<file path="config.mk">
export PLATFORM = sky130hd
export DESIGN_NAME = cksb_queue
export DESIGN_NICKNAME = d
export VERILOG_FILES = /design/src/design/assert_macros.svh /design/src/design/cksb_pkg.sv /design/src/design/cksb_queue.sv
export SDC_FILE = /design/constraint.sdc
export NUM_CORES = 1
export LEC_CHECK = 0
export ABC_CLOCK_PERIOD_IN_PS = 2500
export BUFFER_PORTS_ARGS = -buffer_cell sky130_fd_sc_hd__buf_2
export CELL_PAD_IN_SITES_DETAIL_PLACEMENT = 1
export CELL_PAD_IN_SITES_GLOBAL_PLACEMENT = 1
export CORE_ASPECT_RATIO = 1.4
export CORE_MARGIN = 2
export CORE_UTILIZATION = 53
export DETAILED_ROUTE_END_ITERATION = 16
export PLACE_DENSITY_LB_ADDON = 0.1
export SLEW_MARGIN = 20
export SYNTH_ARGS = -nofsm -noshare
export SYNTH_HDL_FRONTEND = slang
export SYNTH_SLANG_ARGS = --single-unit
</file>
<file path="constraint.sdc">
create_clock -name clk -period 2.5 [get_ports clk]
set_input_delay 0.5 -clock clk [delete_from_list [all_inputs] [get_ports clk]]
set_output_delay 0.5 -clock clk [all_outputs]
set_load 0.02 [all_outputs]
</file>
<file path="src/design/assert_macros.svh">
// ---------------------------------------------------------------------------
// assert_macros.svh
// Concurrent assertion helpers, clocked on clk; ALWAYS and IMPLY are disabled in reset.
// ---------------------------------------------------------------------------
`ifndef ASSERT_MACROS_SVH
`define ASSERT_MACROS_SVH

// cond must hold at every edge out of reset
`define CKSB_ASSERT_ALWAYS(lbl, cond, msg) \
  lbl: assert property (@(posedge clk) disable iff (!rst_n) (cond)) else $error(msg);

// ante at an edge implies cons at the same edge
`define CKSB_ASSERT_IMPLY(lbl, ante, cons, msg) \
  lbl: assert property (@(posedge clk) disable iff (!rst_n) (ante) |-> (cons)) \
    else $error(msg);

// ante at an edge implies cons at the next edge
`define CKSB_ASSERT_NEXT(lbl, ante, cons, msg) \
  lbl: assert property (@(posedge clk) (ante) |=> (cons)) else $error(msg);

`endif

</file>
<file path="src/design/cksb_pkg.sv">
// ---------------------------------------------------------------------------
// cksb_pkg
// Shared types and constants of the column Kalman smoother bank.
// ---------------------------------------------------------------------------
package cksb_pkg;

  localparam int COL_W      = 7;
  localparam int ROW_W      = 16;
  localparam int FRAC_W     = 16;
  localparam int HGT_W      = 10;
  localparam int COV_W      = 24;
  localparam int CFG_W      = 24;
  localparam int CFG_IDX_W  = 2;
  localparam int QDEPTH     = 4;
  localparam int QAW        = 2;
  localparam int QCW        = 3;
  localparam int DIV_STAGES = 25;

  typedef enum logic [CFG_IDX_W-1:0] {
    CFG_IMAGE_HEIGHT       = 2'd0,
    CFG_PROCESS_NOISE      = 2'd1,
    CFG_MEASUREMENT_NOISE  = 2'd2,
    CFG_INITIAL_COVARIANCE = 2'd3
  } cksb_cfg_idx_t;

  typedef struct packed {
    logic [COL_W-1:0] col;
    logic [ROW_W-1:0] z;
  } cksb_item_t;

  typedef struct packed {
    logic [COV_W-1:0] q;
    logic [COV_W-1:0] r;
    logic [COV_W-1:0] p0;
  } cksb_filt_cfg_t;

  typedef struct packed {
    logic       vld;
    cksb_item_t item;
  } cksb_qport_t;

endpackage

</file>
<file path="src/design/cksb_queue.sv">
// ---------------------------------------------------------------------------
// cksb_queue
// Short FIFO between the front end and the filter pipeline.
// ---------------------------------------------------------------------------
module cksb_queue import cksb_pkg::*; (
  input  logic           clk,
  input  logic           rst_n,
  input  cksb_qport_t    push,
  input  logic           pop,
  output cksb_qport_t    head,
  output logic [QCW-1:0] count
);

  cksb_item_t     mem [QDEPTH];
  logic [QAW-1:0] wr_ptr_r;
  logic [QAW-1:0] rd_ptr_r;
  logic [QCW-1:0] count_r;

  always_ff @(posedge clk) begin
    if (!rst_n) begin
      wr_ptr_r <= '0;
      rd_ptr_r <= '0;
      count_r  <= '0;
    end else begin
      if (push.vld) begin
        wr_ptr_r <= wr_ptr_r + 1'b1;
      end
      if (pop) begin
        rd_ptr_r <= rd_ptr_r + 1'b1;
      end
      count_r <= count_r + QCW'(push.vld) - QCW'(pop);
    end
  end

  always_ff @(posedge clk) begin
    if (push.vld) begin
      mem[wr_ptr_r] <= push.item;
    end
  end

  assign head.vld  = count_r != '0;
  assign head.item = mem[rd_ptr_r];
  assign count     = count_r;

endmodule

</file>
# --- Yosys cells after proc, flatten, opt, wreduce, memory -nomap -nowiden ---
# Memory sizes are Yosys's and may differ from the RTL's. A register that Yosys moved wholly into a read port is not among the register bits.
# Index checks and enable logic that the tools add are counted.
op_classes:
  n_addsub: 4
  muxes: 4
  n_reduce_logical: 1
ops:
  columns: ["op", "count"]
  rows:
  - ["adder 2 x 1 -> 2 bit (second input constant)", 2]
  - ["two-way mux 2 bit", 2]
  - ["adder 3 x 1 -> 3 bit", 1]
  - ["nonzero test 3 bit", 1]
  - ["subtractor 3 x 1 -> 3 bit", 1]
  - ["two-way mux 1 bit", 2]
word_totals:
  ff_bits: 7
  mem_bits_rw: 92
  in_bits: 27
  out_inout_bits: 27
  word_cells: 13
  memories: 1
mem_list:
  columns: ["memory", "depth", "word_bits", "rd", "rd_clocked_by_memory_dff", "wr", "line", "text"]
  rows:
  - ["mem", 4, 23, 1, 1, 1, "cksb_queue.sv:14", "cksb_item_t mem [QDEPTH];"]

# --- Longest topological paths before layout ---
logic_depth:
  word_depth: 3
  depth_mapped: 7
  ltp_nobuf: 7

# --- Worst setup path after synthesis ---
# No wires, ideal clock.
synth_timing:
  kind: "reg-to-reg"
  startpoint: "register count_r[0], in the netlist count[0]"
  endpoint: "register count_r[2], in the netlist count[2]"
  setup_ns: 0.064
  arrival_ns: 1.755
  required_ns: 2.436
  setup_slack_ns: 0.681
  stages_incl_launch_ff: 8
  path_buffers: 0
  synth_period_minus_slack_ns: 1.819
  cell_sequence: "dfxtp_1 > inv_1 > ha_1 > inv_1 > ha_1 > fa_1 > xor3_1 > nor2_1"
synth_via:
  elab_chain_cells: 2
synth_rtl:
  columns: ["item", "line", "text"]
  rows:
  - ["start, declared", "cksb_queue.sv:17", "logic [QCW-1:0] count_r;"]
  - ["start signal, assigned", "cksb_queue.sv:31", "count_r <= count_r + QCW'(push.vld) - QCW'(pop);"]
  - ["adder 3 x 1 -> 3 bit", "cksb_queue.sv:31", null]
  - ["subtractor 3 x 1 -> 3 bit", "cksb_queue.sv:31", null]
# No other way between the ends.
# A chain may end at the register's enable or synchronous reset.

==> results.yml <==
run_status:
  status: "completed"
sta:
  fin_tns_setup_ns: 0
  fmax_ghz: 0.4428
  slew_headroom_pct: 80.95
  rsz0062_at_grt: "false"
  finalCriticalPeriod_ns: 2.259
  fin_crit_sh_pct: 90.34
  fin_ws_ns: 0.2415
  worst_slew_pin_slew_ns: 0.2857
  finalSetupViolations: 0
  skew_ns: 0.006024
  hold_violations: 0
  report.final.slew_viol_count: 0
yosys:
  ys.flop_type: "edfxtp_1"
  syn_nets: 196
  yosysMostFrequentCell: "edfxtp_1"
  synth_area_sq_um: 3791
  synth_edf_count: 92
  synth_cell_type_count: 19
  synth_commonest_cells: "edfxtp_1, mux4_2, dfxtp_1"
  avgSynthCellArea_sq_um: 23.40
  async_flop_share_pct: 0
  ys_seq_area_share_pct: 77.62
  ys_ff_latch: 101
  synth_top_area_share_pct: 72.87
  synth.area.top_cells: "edfxtp_1, mux4_2, dfxtp_1"
  yosys.area.top_type: "edfxtp_1"
  yosys_warnings: 0
  syn_inst: 162
power:
  clockPowerShare_pct: 29.1
  internal_power_mw: 2.619
  p_seq_share_pct: 56.9
  switching_share_pct: 24.50
  ir_drop_v: 0.0004618
  p_per_area_nw_per_um2: 788.7
  total_leakage_power_nw: 1.559
  fin_total_pwr_mw: 3.469
  p_switching_uw: 850.0
  pwr-share-comb_pct: 14.0
die:
  num_rows: 36
  die_h_microns: 104.1
  start_util_pct: 54.65
  ios: 54
  fp.coreArea_sq_um: 6937
  dieArea_sq_um: 7855
  die_width_microns: 75.48
grt:
  grt_use_total_pct: 19.77
  overflow: 0
  antenna_found_initial: 0
  grt_start_max_net_pins: 18
  grt_pass1_wl_microns: 10830
  grt_pass1_vias: 2082
clock_tree:
  cts_made_buffers: 9
  root_buffer: "clkbuf_8"
  cts-resized-gates: 0
  clock_latency_ns: 0.36
  post_cts_buffers: 0
  cts_num_sinks: 101
  holdBufCountCts: 0
  cts_tree: "done"
  clock_path_buffers: 2
  ctsHtreeMaxLevel: 3
  cts.clk_slew.worst_paths_ns: 0.09
routing:
  initialDrtViolationCount: 120
  drtPass1Iterations: 4
  wire_per_inst_microns: 20.69
  ant_nets: 0
  wl_microns: 6890
  routed_via_density: 5.297
  drc: 0
  num_vias: 1764
layout:
  design_area_sq_um: 4399
  nets: 267
  diodes: 0
  final_layout_size_suffix_gt1_share_pct: 42.44
  syn2layout_area_growth_pct: 16.04
  fillCellCount: 622
placed_design:
  gp_congestion: 0.7049
  dpl.hpwl_microns: 4867
  dp_slack_ns: 0.4416
  io_buffers: 53
  post_dp_cell_area_sq_um: 4205
setup_path:
  critical_path_class: "register to output pin"
  arrival_ns: 1.76
  cp_max_fo: 12
  startpoint_type: "register"
  cp.required_ns: 2.00
  end_kind: "output pin"
run:
  drv_cap: 0
min_path:
  hp-class: "primary input to register"
cell type report:
cell class	count	area [sq um]	area share (%)
Sequential cell	101	2944	66.92
Tap cell	95	118.9	2.702
Timing Repair Buffer	65	355.3	8.077
Multi-Input combinational cell	49	760.7	17.29
Inverter	7	26.28	0.5973
Clock buffer	11	131.4	2.986
Clock inverter	5	62.56	1.422
metrics by stage:
step	hold WS [ns]	util [%]	instances
3_3_place_gp	0.5322	60.62	317
3_5_place_dp	0.5464	60.62	317
2_1_floorplan	0.4993	-	162
4_1_cts	0.3398	63.42	333
6_report	0.3487	63.42	333
5_1_grt	0.3322	63.42	333
kinds of logic (layout without fill, tap and decap cells):
kind of cell	count (synthesis)	in the layout	synth area share, %
AO/OA/AOI/OAI	2	2	0.3959
XOR/XNOR	3	3	1.089
adder cells (fa/ha/maj)	7	7	2.508
buffers and inverters	12	88	2.310
flip-flops	101	101	77.62
multiplexers	24	24	14.22
AND/OR/NAND/NOR	13	13	1.849
worst paths after layout:
path | endpoint | depth (start not counted) | slack, ns | start
hold reg to reg | rd_ptr_r[1] | 2 | 0.55 | rd_ptr_r[0]
setup reg to reg | count[2] | 7 | 0.71 | count[0]
hold / removal | mem[2][4] | 1 | 0.35 | push[4]
setup / recovery | head[10] | 3 | 0.24 | register
flip-flops by register name (all words and copies together), names as in the netlist, named ones only:
name,cells
mem,92
count,3
rd_ptr_r,2
wr_ptr_r,2
critical path, stage by stage, from the launching register on:
cell and delay (ns):
dfxtp_2 0.35, buf_4 0.29, mux4_2 0.58, buf_2 0.18
power by group through the flow:
| stage | clock network [mW] | logic, mW | registers, mW |
|---|---|---|---|
| detailed placement | 0 | 0.496 | 2.01 |
| global route | 1.08 | 0.531 | 1.98 |
| finish | 1.01 | 0.487 | 1.97 |
| CTS | 1.02 | 0.498 | 1.98 |
| floorplan | 0 | 0.316 | 2.02 |
| global placement | 0 | 0.470 | 2.00 |
cell usage in the layout (no fill, tap or decap):
master / instances
clkinvlp_4: 2
nand3b_1: 1
nor2_1: 5
edfxtp_1: 92
a21oi_1: 1
ha_1: 6
mux2i_1: 1
xor3_1: 1
buf_2: 53
inv_6: 1
clkbuf_8: 9
mux4_1: 3
xnor2_1: 2
clkbuf_1: 2
bufinv_16: 1
inv_1: 7
dfxtp_2: 1
mux4_2: 20
dfxtp_1: 8
a21bo_2: 1
fa_1: 1
buf_4: 12
and2_1: 6
clkinv_4: 1
or3_1: 1
layer usage:
metal | routed length (microns) | part of all wire (%) | GRT usage, %
met5 | 0 | 0 | 0
met4 | 129 | 1.9 | 6.516
met3 | 242 | 3.5 | 5.233
met2 | 4064 | 59 | 35.96
met1 | 2454 | 36 | 21.30
Power figures use the tool's default switching activity.
