<file path="src/design/assert_macros.svh">
// ---------------------------------------------------------------------------
// assert_macros.svh
// Concurrent assertion helpers, clocked on clk; ALWAYS and IMPLY are disabled in reset.
// ---------------------------------------------------------------------------
`ifndef ASSERT_MACROS_SVH
`define ASSERT_MACROS_SVH

// cond must hold at every edge out of reset
`define CKSB_ASSERT_ALWAYS(lbl, cond, msg) \
  lbl: assert property (@(posedge clk) disable iff (!rst_n) (cond)) else $error(msg);

// ante at an edge implies cons at the same edge
`define CKSB_ASSERT_IMPLY(lbl, ante, cons, msg) \
  lbl: assert property (@(posedge clk) disable iff (!rst_n) (ante) |-> (cons)) \
    else $error(msg);

// ante at an edge implies cons at the next edge
`define CKSB_ASSERT_NEXT(lbl, ante, cons, msg) \
  lbl: assert property (@(posedge clk) (ante) |=> (cons)) else $error(msg);

`endif

</file>
<file path="src/design/cksb_pkg.sv">
// ---------------------------------------------------------------------------
// cksb_pkg
// Shared types and constants of the column Kalman smoother bank.
// ---------------------------------------------------------------------------
package cksb_pkg;

  localparam int COL_W      = 7;
  localparam int ROW_W      = 16;
  localparam int FRAC_W     = 16;
  localparam int HGT_W      = 10;
  localparam int COV_W      = 24;
  localparam int CFG_W      = 24;
  localparam int CFG_IDX_W  = 2;
  localparam int QDEPTH     = 4;
  localparam int QAW        = 2;
  localparam int QCW        = 3;
  localparam int DIV_STAGES = 25;

  typedef enum logic [CFG_IDX_W-1:0] {
    CFG_IMAGE_HEIGHT       = 2'd0,
    CFG_PROCESS_NOISE      = 2'd1,
    CFG_MEASUREMENT_NOISE  = 2'd2,
    CFG_INITIAL_COVARIANCE = 2'd3
  } cksb_cfg_idx_t;

  typedef struct packed {
    logic [COL_W-1:0] col;
    logic [ROW_W-1:0] z;
  } cksb_item_t;

  typedef struct packed {
    logic [COV_W-1:0] q;
    logic [COV_W-1:0] r;
    logic [COV_W-1:0] p0;
  } cksb_filt_cfg_t;

  typedef struct packed {
    logic       vld;
    cksb_item_t item;
  } cksb_qport_t;

endpackage

</file>
<file path="src/design/cksb_front.sv">
// ---------------------------------------------------------------------------
// cksb_front
// Accepts items, scales the network fraction into a Q10.6 measured row.
// ---------------------------------------------------------------------------
module cksb_front import cksb_pkg::*; (
  input  logic              clk,
  input  logic              rst_n,
  input  logic              in_valid,
  output logic              in_stall,
  input  logic [COL_W-1:0]  in_column,
  input  logic [FRAC_W-1:0] in_net_output,
  input  logic [HGT_W-1:0]  height,
  input  logic [QCW-1:0]    q_count,
  output cksb_qport_t       push
);

  logic                      f_vld_r;
  logic [COL_W-1:0]          f_col_r;
  logic [FRAC_W+HGT_W-1:0]   f_prod_r;
  logic [FRAC_W+HGT_W:0]     rnd;
  logic                      accept;

  // one slot for the product stage, so stop two short of full
  assign in_stall = q_count >= QCW'(QDEPTH - 2);
  assign accept   = in_valid && !in_stall;

  always_ff @(posedge clk) begin
    if (!rst_n) begin
      f_vld_r <= 1'b0;
    end else begin
      f_vld_r <= accept;
    end
  end

  always_ff @(posedge clk) begin
    if (accept) begin
      f_col_r  <= in_column;
      f_prod_r <= in_net_output * height;
    end
  end

  always_comb begin
    rnd = {1'b0, f_prod_r} + (FRAC_W+HGT_W+1)'(512);
    push.vld      = f_vld_r;
    push.item.col = f_col_r;
    if (|rnd[FRAC_W+HGT_W:ROW_W+10]) begin
      push.item.z = '1;
    end else begin
      push.item.z = rnd[ROW_W+9:10];
    end
  end

endmodule

</file>
<file path="config.mk">
export PLATFORM = sky130hd
export DESIGN_NAME = cksb_front
export DESIGN_NICKNAME = d
export VERILOG_FILES = /design/src/design/assert_macros.svh /design/src/design/cksb_pkg.sv /design/src/design/cksb_front.sv
export SDC_FILE = /design/constraint.sdc
export NUM_CORES = 1
export LEC_CHECK = 0
export BUFFER_PORTS_ARGS = -buffer_cell sky130_fd_sc_hd__buf_4
export CAP_MARGIN = 0
export CORE_MARGIN = 2
export CORE_UTILIZATION = 50
export DETAILED_ROUTE_END_ITERATION = 12
export PLACE_DENSITY_LB_ADDON = 0.3
export SLEW_MARGIN = 20
export SYNTH_ARGS = -nofsm -noshare
export SYNTH_HDL_FRONTEND = slang
export SYNTH_SLANG_ARGS = --single-unit
</file>
<file path="constraint.sdc">
create_clock -name clk -period 8.26 [get_ports clk]
set_clock_uncertainty 0.2 [all_clocks]
set_input_delay 0 -clock clk [delete_from_list [all_inputs] [get_ports clk]]
set_output_delay 0 -clock clk [all_outputs]
set_load 0.05 [all_outputs]
</file>
# Word level (Yosys, flattened, before mapping)
# Index checks and enable logic that the tools add are counted.
dict set report totals {
  ff_bits 34
  in_bits 39
  out_inout_bits 25
  wordCells 9
}
dict set report op_classes {
  n_addsub 1
  n_mul 1
  order_cmp 1
  mux 1
  n_reduce_logical 2
}
# operator count
set ops {}
lappend ops {{26-bit by 10-bit adder with 27-bit output (second input constant)} 1}
lappend ops {{16-bit by 10-bit multiplier with 26-bit output} 1}
lappend ops {{16-bit two-way mux} 1}
lappend ops {{3-bit by 2-bit greater-or-equal comparator with 1-bit output (second input constant)} 1}
lappend ops {{1-bit logical AND} 1}
lappend ops {{1-bit zero test} 1}

# Depth between registers and ports, before layout
dict set report depth {
  ltp_word 3
  ltp_mapped 20
}

# Worst setup path after synthesis
# OpenSTA, ideal clock, no wires.
dict set report synth_path {
  path_kind {in2reg}
  from {input height[1]}
  to {register f_prod_r[25], data pin}
  setup_ps 268
  arrival_time_ps 4622
  required_time_ps 7792
  slack_ps 3170
  path_stages 17
  n_path_buf 1
  cell_sequence {clkbuf_1 -> nand2_1 -> fa_1 -> inv_1 -> fa_1 -> fa_1 -> fa_1 -> inv_1 -> fa_1 -> inv_1 -> ha_1 -> a211o_1 -> a211oi_2 -> nor4_2 -> nor2_1 -> o21a_1 -> o211ai_1}
}
dict set report synth_via {
  elab_chain_cells 1
}
# element line
set synth_lines {}
lappend synth_lines {{start: declaration} cksb_front.sv:12} ;# input logic [HGT_W-1:0] height,
lappend synth_lines {{16-bit by 10-bit multiplier with 26-bit output} cksb_front.sv:38} ;# f_prod_r <= in_net_output * height;
lappend synth_lines {{end signal: assignment} cksb_front.sv:38}
lappend synth_lines {{end: declaration} cksb_front.sv:19} ;# logic [FRAC_W+HGT_W-1:0] f_prod_r;
# No other way between the ends.
# A chain may end at the register's enable or synchronous reset.

# Worst setup path after layout
# Ends and elaborated chain as after synthesis.

==> summary.txt <==
CTS
  • Post CTS Setup Buffer Count: 0
  • CTS tree: done
  • Clock Sinks: 25
  • Clock buffer count from CTS: 3
  • Clk buf depth: 2
  • CTS root buffer: clkbuf_16
  • H-Tree Depth: 1
  • CTS clk-pin slew, worst paths: 0.06 ns

STA
  • Max Slew Vio Count: 0
  • Final period util: 62.6%
  • RSZ-0062 raised after global routing: false
  • Fmax: 193 MHz
  • Sum Neg Setup Slack: 0 ns
  • Slew @ Worst Pin: 0.720 ns
  • Final setup vio count: 0
  • Endpoints failing hold: 0
  • WHS: 0.0753 ns
  • Max-slew headroom: 51.9%
  • Min Tclk post-route: 5.17 ns

GRT
  • Pin count of the biggest net entering global routing: 26
  • Remaining Overflow, GRT: 0
  • GRT Util Overall: 21.4%
  • Initial antenna violation count: 0
  • First-pass GRT wire length: 22300 um
  • Vias in the first global route: 4836

Layout
  • Most common cell after layout, fill and taps aside: inv_1
  • Share of layout cells above drive strength 1: 10.4%
  • # diodes: 0
  • Fillers: 1001
  • Layout area overhead: 11.7%
  • Final nets: 903
  • Post-route non-filler standard cell count: 837
  • Most frequent cells in the layout: inv_1, fa_1, nand2_1

Placement
  • Hpwl dp: 10300 um
  • IO buf count: 62
  • Gpl congestion: 0.836
  • Dpl cells: 825

Routing
  • Via total after detailed routing: 4525
  • TritonRoute pass-1 iters: 4
  • Total detailed-routing wirelength: 13000 um
  • Post-route ant nets: 0
  • Initial DRC count: 166
  • Vias per cell: 5.41
  • Average routed wire per standard cell: 15.6 um
  • DRC viols: 0

Power and ir drop
  • Clock power frac: 4.7%
  • Worst VDD drop: 0.227 mV
  • Total Power: 0.00227 W
  • Power Density: 339 mW/mm2
  • Switching portion of total power: 51.0%
  • Psw: 0.00116 W
  • Comb power frac: 82.3%
  • Int Pwr: 0.00111 W
  • P_leak: 3.39 nW
  • Seq pwr share: 13.0%

Status
  • Run status: finished clean

Setup path
  • Worst Path Max Fanout: 16
  • Worst Path Buf+Inv: 4
  • Top Family by Delay on Critical Path: adder cells
  • Crit. End Element: flip-flop
  • Crit path required time: 8.06 ns
  • CP peak stage delay: 0.57 ns
  • Startpoint Class: input port
  • CP max-delay cell: fa_1
  • CP cell instances: buf_4 > nand2_1 > fa_1 > inv_1 > fa_1 > fa_1 > fa_1 > inv_1 > fa_1 > inv_1 > ha_1 > a211o_1 > a211oi_2 > nor4_2 > nor2_1 > o21a_1 > o211ai_1
  • Setup CP Type: in -> reg
  • CP Data Arrival Time: 4.97 ns
  • Critical path's most frequent cell: fa_1

Logic synthesis
  • Syn Nets: 856
  • Top_reg_cell synth: edfxtp_1
  • Largest family of logic cells by synthesized area: adder cells
  • Synth Area in Compound Gates: 5.55%
  • Mapped cell area: 0.00600 mm2
  • FFs w/ async S/R, synth: 0%
  • Register area share after synthesis: 12.4%
  • Synth Register Bits: 25
  • Number of synthesized flops with an enable pin: 24
  • Mapped Avg Cell Area: 9.25 um2
  • Distinct cells, synth: 48
  • Simple-gate portion of the synthesized area: 19.7%
  • Synthesized instance count: 648
  • Post-synthesis mux area share: 0.355%
  • Xor/xnor share of the synthesized area: 4.09%
  • Adder-Cell Fraction of Synth Area: 48.9%
  • Synth warn: 0

Floorplanning
  • Starting Density: 51.9%
  • Number of cell rows: 39
  • CORE AREA: 0.0116 mm2
  • Die ar.: 0.0129 mm2
  • Die X: 114 um
  • Num ports: 64
  • Die H: 114 um

Job
  • # Max-Cap Violations: 0

Hold path
  • HP Class: in -> reg
## cell usage after synthesis (all sizes together) (2+ instances only)
library cell | number | area [um2]
inv | 116 | 435
fa | 109 | 2180
nand2 | 93 | 349
and2 | 84 | 526
ha | 60 | 751
clkbuf | 25 | 93.8
edfxtp | 24 | 721
xnor2 | 17 | 149
nand3 | 15 | 75.1
nor2 | 15 | 56.3
a21oi | 11 | 55.1
xor2 | 11 | 96.3
o21ai | 6 | 33.8
a21o | 5 | 37.5
nand4 | 5 | 31.3
o21a | 5 | 37.5
a211oi | 4 | 35.0
a31oi | 4 | 25.0
nor3 | 4 | 20.0
and3 | 3 | 18.8
buf | 3 | 16.3
nand2b | 3 | 18.8
o211ai | 3 | 22.5
nor2b | 2 | 12.5
nor4 | 2 | 18.8
or3 | 2 | 12.5
## repair_timing
action,4_1_cts,5_1_grt
resized for setup,0,0
hold endpoints to repair,8,0
hold buffers,8,0
## registers in the layout, summed over array words and instances, names as in the netlist
signal / flops
f_col_r: 7
f_prod_r: 17
f_vld_r: 1
## kinds of logic (layout without fill, tap and decap cells)
kind of cell | count (synthesis) | after routing
multiplexers | 2 | 2
AO/OA/AOI/OAI | 47 | 47
buffers and inverters | 144 | 190
AND/OR/NAND/NOR | 233 | 233
flip-flops | 25 | 25
XOR/XNOR | 28 | 28
adder cells (fa/ha/maj) | 169 | 169
## final cells by class
type / instances / area, um2 / area share, %
inverters: 116 / 435 / 6.50
clock buffers: 4 / 78.8 / 1.18
flip-flops and latches: 25 / 741 / 11.1
well taps: 143 / 179 / 2.67
repair buffers: 70 / 546 / 8.14
multi-input cells: 479 / 4720 / 70.4
## layer usage
metal | global-route usage, % | vias up | part of all wire (%)
met2 | 40.7 | 102 | 56
met5 | 0 | - | 0
met4 | 3.74 | 0 | 1.7
met1 | 26.5 | 2291 | 38
li1 | - | 2107 | -
met3 | 2.39 | 25 | 4.3
## metrics by stage
| step | worst slack [ns] | cell area [um2] | util (%) |
|---|---|---|---|
| global placement | 2.86 | 6530 | 56.5 |
| finish | 3.09 | 6700 | 57.9 |
| detailed placement | 2.85 | 6530 | 56.5 |
| CTS | 3.09 | 6690 | 57.9 |
| floorplan | 3.17 | 6000 | - |
| global route | 2.79 | 6700 | 57.9 |
## power by group through the flow
| stage | clock, W | combinational (W) | sequential (W) |
|---|---|---|---|
| CTS | 0.000109 | 0.00190 | 0.000295 |
| global route | 0.000113 | 0.00213 | 0.000301 |
| finish | 0.000106 | 0.00187 | 0.000296 |
| global placement | 0 | 0.00184 | 0.000296 |
| detailed placement | 0 | 0.00188 | 0.000297 |
| floorplan | 0 | 0.00147 | 0.000296 |
## worst paths after layout
kind / startpoint / to / cells past startpoint
setup / recovery: height[1] / f_prod_r[25] / 17
hold / removal: q_count[2] / f_col_r[0] / 3
Power figures use the tool's default switching activity.
